$ cat src/sv/skmj_pkg.sv
// Package for the sorted-key merge join block.
// Holds sizes, command codes and the lane/merge compare structs.
// No dependencies.
package skmj_pkg;

    localparam int MAX_ROWS        = 1024;
    localparam int MAX_KEY_COLUMNS = 4;
    localparam int KEY_WIDTH       = 64;

    localparam int INPUT_KEY_COLUMNS = 4;
    localparam int IN_KEY_W          = 64;
    localparam int ROW_NUM_W         = 11;
    localparam int CFG_W             = 3;
    localparam int CFG_ADDR_W        = 3;
    localparam int DATA_W            = 32;

    localparam int ROW_W  = $clog2(MAX_ROWS + 1);
    localparam int ADDR_W = $clog2(MAX_ROWS);
    localparam int NCOL_W = $clog2(MAX_KEY_COLUMNS + 1);

    localparam logic [CFG_W-1:0] KEY_COLS_RESET = CFG_W'(1);
    localparam logic             REG_KEY_COLS   = 1'b0;

    typedef enum logic [1:0] {
        CMD_APPEND = 2'd0,
        CMD_PROBE  = 2'd1,
        CMD_CLEAR  = 2'd2
    } cmd_t;

    typedef struct packed {
        logic lt;
        logic gt;
    } lane_cmp_t;

    typedef struct packed {
        logic above;
        logic equal;
    } cmp_result_t;

endpackage

$ cat src/sv/skmj_merge.sv
// Merge stage: clamps the column count and combines the lane compares
// lexicographically, column zero first. Depends on skmj_pkg.
module skmj_merge (
    input  logic [skmj_pkg::CFG_W-1:0]                  key_cols,
    input  skmj_pkg::lane_cmp_t [skmj_pkg::MAX_KEY_COLUMNS-1:0] lanes,
    output skmj_pkg::cmp_result_t                       result
);
    import skmj_pkg::*;

    logic [NCOL_W-1:0] active_cols;

    always_comb
    begin
        if (key_cols == '0)
        begin
            active_cols = NCOL_W'(1);
        end
        else if (int'(key_cols) > MAX_KEY_COLUMNS)
        begin
            active_cols = NCOL_W'(MAX_KEY_COLUMNS);
        end
        else
        begin
            active_cols = NCOL_W'(key_cols);
        end
    end

    always_comb
    begin
        result.above = 1'b0;
        result.equal = 1'b1;
        for (int c = MAX_KEY_COLUMNS - 1; c >= 0; c--)
        begin
            if ((c < int'(active_cols)) && (lanes[c].lt || lanes[c].gt))
            begin
                result.above = lanes[c].gt;
                result.equal = 1'b0;
            end
        end
    end

endmodule

$ cat config.mk
export PLATFORM = sky130hd
export DESIGN_NAME = skmj_merge
export DESIGN_NICKNAME = d
export VERILOG_FILES = /design/src/sv/skmj_pkg.sv /design/src/sv/skmj_merge.sv
export SDC_FILE = /design/constraint.sdc
export NUM_CORES = 1
export LEC_CHECK = 0
export BUFFER_PORTS_ARGS = -buffer_cell sky130_fd_sc_hd__buf_2
export CORE_AREA = 10 10 47 49
export DETAILED_ROUTE_END_ITERATION = 10
export DIE_AREA = 0 0 57 59
export PLACE_DENSITY = 0.3
export SLEW_MARGIN = 25
export SYNTH_ARGS = -nofsm -noshare
export SYNTH_HDL_FRONTEND = slang
export SYNTH_SLANG_ARGS = --single-unit
$ cat constraint.sdc
create_clock -name vclk -period 0.8
set_input_delay 0.2 -clock vclk [all_inputs]
set_output_delay 0.2 -clock vclk [all_outputs]
set_load 0.02 [all_outputs]
==> metrics.txt <==
status finished, violations left; violated checks setup timing; global-route usage over all layers under 10%; pin count of the biggest net entering global routing 7; Routed met3 length around 110 µm; master of the slowest instance on the critical path sky130_fd_sc_hd__o311ai_4; horizontal die dimension 57 µm; sequential cell area fraction in the yosys report 0%; post-layout power between 0.0001 and 0.00015 W; critical path's most frequent cell sky130_fd_sc_hd__o21ai_2; Diodes inserted 0; Tcrit/Tclk final 138%; cell breakdown of the critical path buf_8, o21ai_2, o21ai_2, o311ai_4, buf_6; startpoint type of the worst setup path input port; fin worst setup slack -303 ps; Gate Count Post-Synth 14; Routed Antenna Nets 0; unrepaired setup endpoints after global routing yes; number of clock buffers in the layout 0; final RePlAce weighted congestion slightly below 0.7; post-synth cell types 11; Sequential Area 0 µm²; violation count after the first detailed-route iteration 2; DR WL met2 between 100 and 150 µm; slew at the pin with the worst max-slew slack approximately 280 ps; Post-Syn Area per Cell approximately 5.6 µm²; Seq cells 0; wire length on met1 between 200 and 300 µm; count of hold-fix buffers inserted at cts 0; highest attainable clock frequency between 0.9 and 1 GHz; share of post-route cells with drive strength above 1 between 70% and 80%; worst hold-check path type input port to primary output; synthesized cell area ~80 µm²; residual DRC count 0; peak supply drop 0.116 mV; routed vias 161; synthesis-to-finish area growth 203%; Final HPWL DP between 400 and 500 µm; Max-Cap Viols 0; most frequent cells after synthesis sky130_fd_sc_hd__inv_1, sky130_fd_sc_hd__o211ai_1, sky130_fd_sc_hd__o21ai_1; setup-violating endpoint count in the final report 2; count of synthesis-stage warnings from yosys 0; vias per inst ~3.7; crit-path max FO 5; kind of critical path input port to primary output; fraction of post-synthesis cell area in the top cell type by area 19.0%; Die Y-Extent 59 µm; core outline area roughly 1400 µm²; number of detailed-routing iterations run before antenna repair 2; final WL 503 µm; final hold slack 682 ps; layout net count 41; fillcell total about 160; number of buffers inserted by port buffering 13; count of pins on the block boundary 13; number of global-route vias before repair approximately 160; WL/cell about 11 µm; CP Capture Type primary output; final-report hold violation count 0; Slew headroom 81.1%; data required time at the worst endpoint roughly 600 ps; Top Layer Used met3; post-route minimum period 1100 ps; first-pass GRT wire length ~770 µm; starting density of the core ~5.6%; library cell occupying the most area in the post-synthesis netlist sky130_fd_sc_hd__o211ai_1; leakage component of the power ~0.10 nW; power per cell area approximately 510 nW/µm²; gr ovfl total 0; data arrival time of the critical path about 900 ps; net count after synthesis 25; Total Die Area approximately 3400 µm²; dominant cells by area after synthesis sky130_fd_sc_hd__o211ai_1, sky130_fd_sc_hd__o21ai_1, sky130_fd_sc_hd__o311ai_1; number of antenna violations at the first check in global routing 0; crit-path max cell delay 220 ps; Std-Cell Rows 14; number of max-slew violations in the final report 0
==> where the power goes <==
group | total [W] | switching [W] | internal [W]
registers | 0 | 0 | 0
logic | 0.000122 | 0.0000568 | 0.0000650
clock network | 0 | 0 | 0
total | 0.000122 | 0.0000568 | 0.0000650
==> per-stage QoR <==
step | worst slack [ps] | cell area [µm²] | instances | utilization (%) | setup TNS [ps]
CTS | -304 | 235 | 44 | 16.8 | -605
floorplan | -129 | 108 | 14 | - | -250
global route | -350 | 239 | 44 | 17.1 | -641
finish | -303 | 239 | 44 | 17.1 | -561
detailed placement | -404 | 200 | 44 | 14.3 | -717
global placement | -386 | 200 | 44 | 14.3 | -688
==> cell type report <==
type               instances  area [µm²]  share of cell area, %
inverters                  2        7.51                   3.14
repair buffers            14         101                   42.4
well taps                 16        20.0                   8.38
multi-input cells         12         110                   46.1
==> worst max-delay path: cells and delay by family <==
kind | cells | cell delay [ps]
buffers and inverters | 2 | 260
AOI/OAI and AO/OA | 3 | 440
==> worst paths after layout <==
kind / startpoint / end / slack [ps] / depth (start not counted)
setup / recovery: key_cols[1] / result[1] / -300 / 5
hold / removal: lanes[0] / result[0] / 680 / 3
==> cells in the final DEF, fill, tap and decap left out <==
| master | count |
|---|---|
| sky130_fd_sc_hd__o21ai_1 | 1 |
| sky130_fd_sc_hd__o211ai_1 | 2 |
| sky130_fd_sc_hd__o22ai_2 | 1 |
| sky130_fd_sc_hd__a31oi_1 | 1 |
| sky130_fd_sc_hd__buf_6 | 1 |
| sky130_fd_sc_hd__buf_4 | 2 |
| sky130_fd_sc_hd__inv_1 | 2 |
| sky130_fd_sc_hd__nor2b_2 | 1 |
| sky130_fd_sc_hd__nor3_2 | 1 |
| sky130_fd_sc_hd__buf_2 | 9 |
| sky130_fd_sc_hd__nor2_1 | 1 |
| sky130_fd_sc_hd__buf_8 | 2 |
| sky130_fd_sc_hd__o311ai_4 | 1 |
| sky130_fd_sc_hd__a21oi_1 | 1 |
| sky130_fd_sc_hd__o21ai_2 | 2 |
==> routing by layer <==
metal / vias to the layer above / track usage (%)
met1: 64 / 4.72
li1: 84 / -
met5: - / 0
met2: 13 / 1.71
met3: 0 / 2.58
met4: 0 / 0
==> what timing repair did <==
item | 4_1_cts | 5_1_grt
cloned | 0 | 0
gates resized for setup | 11 | 1
endpoints found under the setup margin | 2 | 2
pin swaps | 3 | 3
buffers inserted | 0 | 0
==> cells by family after synthesis <==
kind of cell    after synthesis  synth area share (%)
compound gates                9                  71.4
simple gates                  3                  19.0
buf+inv                       2                  9.53
No activity file was read; power rests on OpenSTA's default activity.
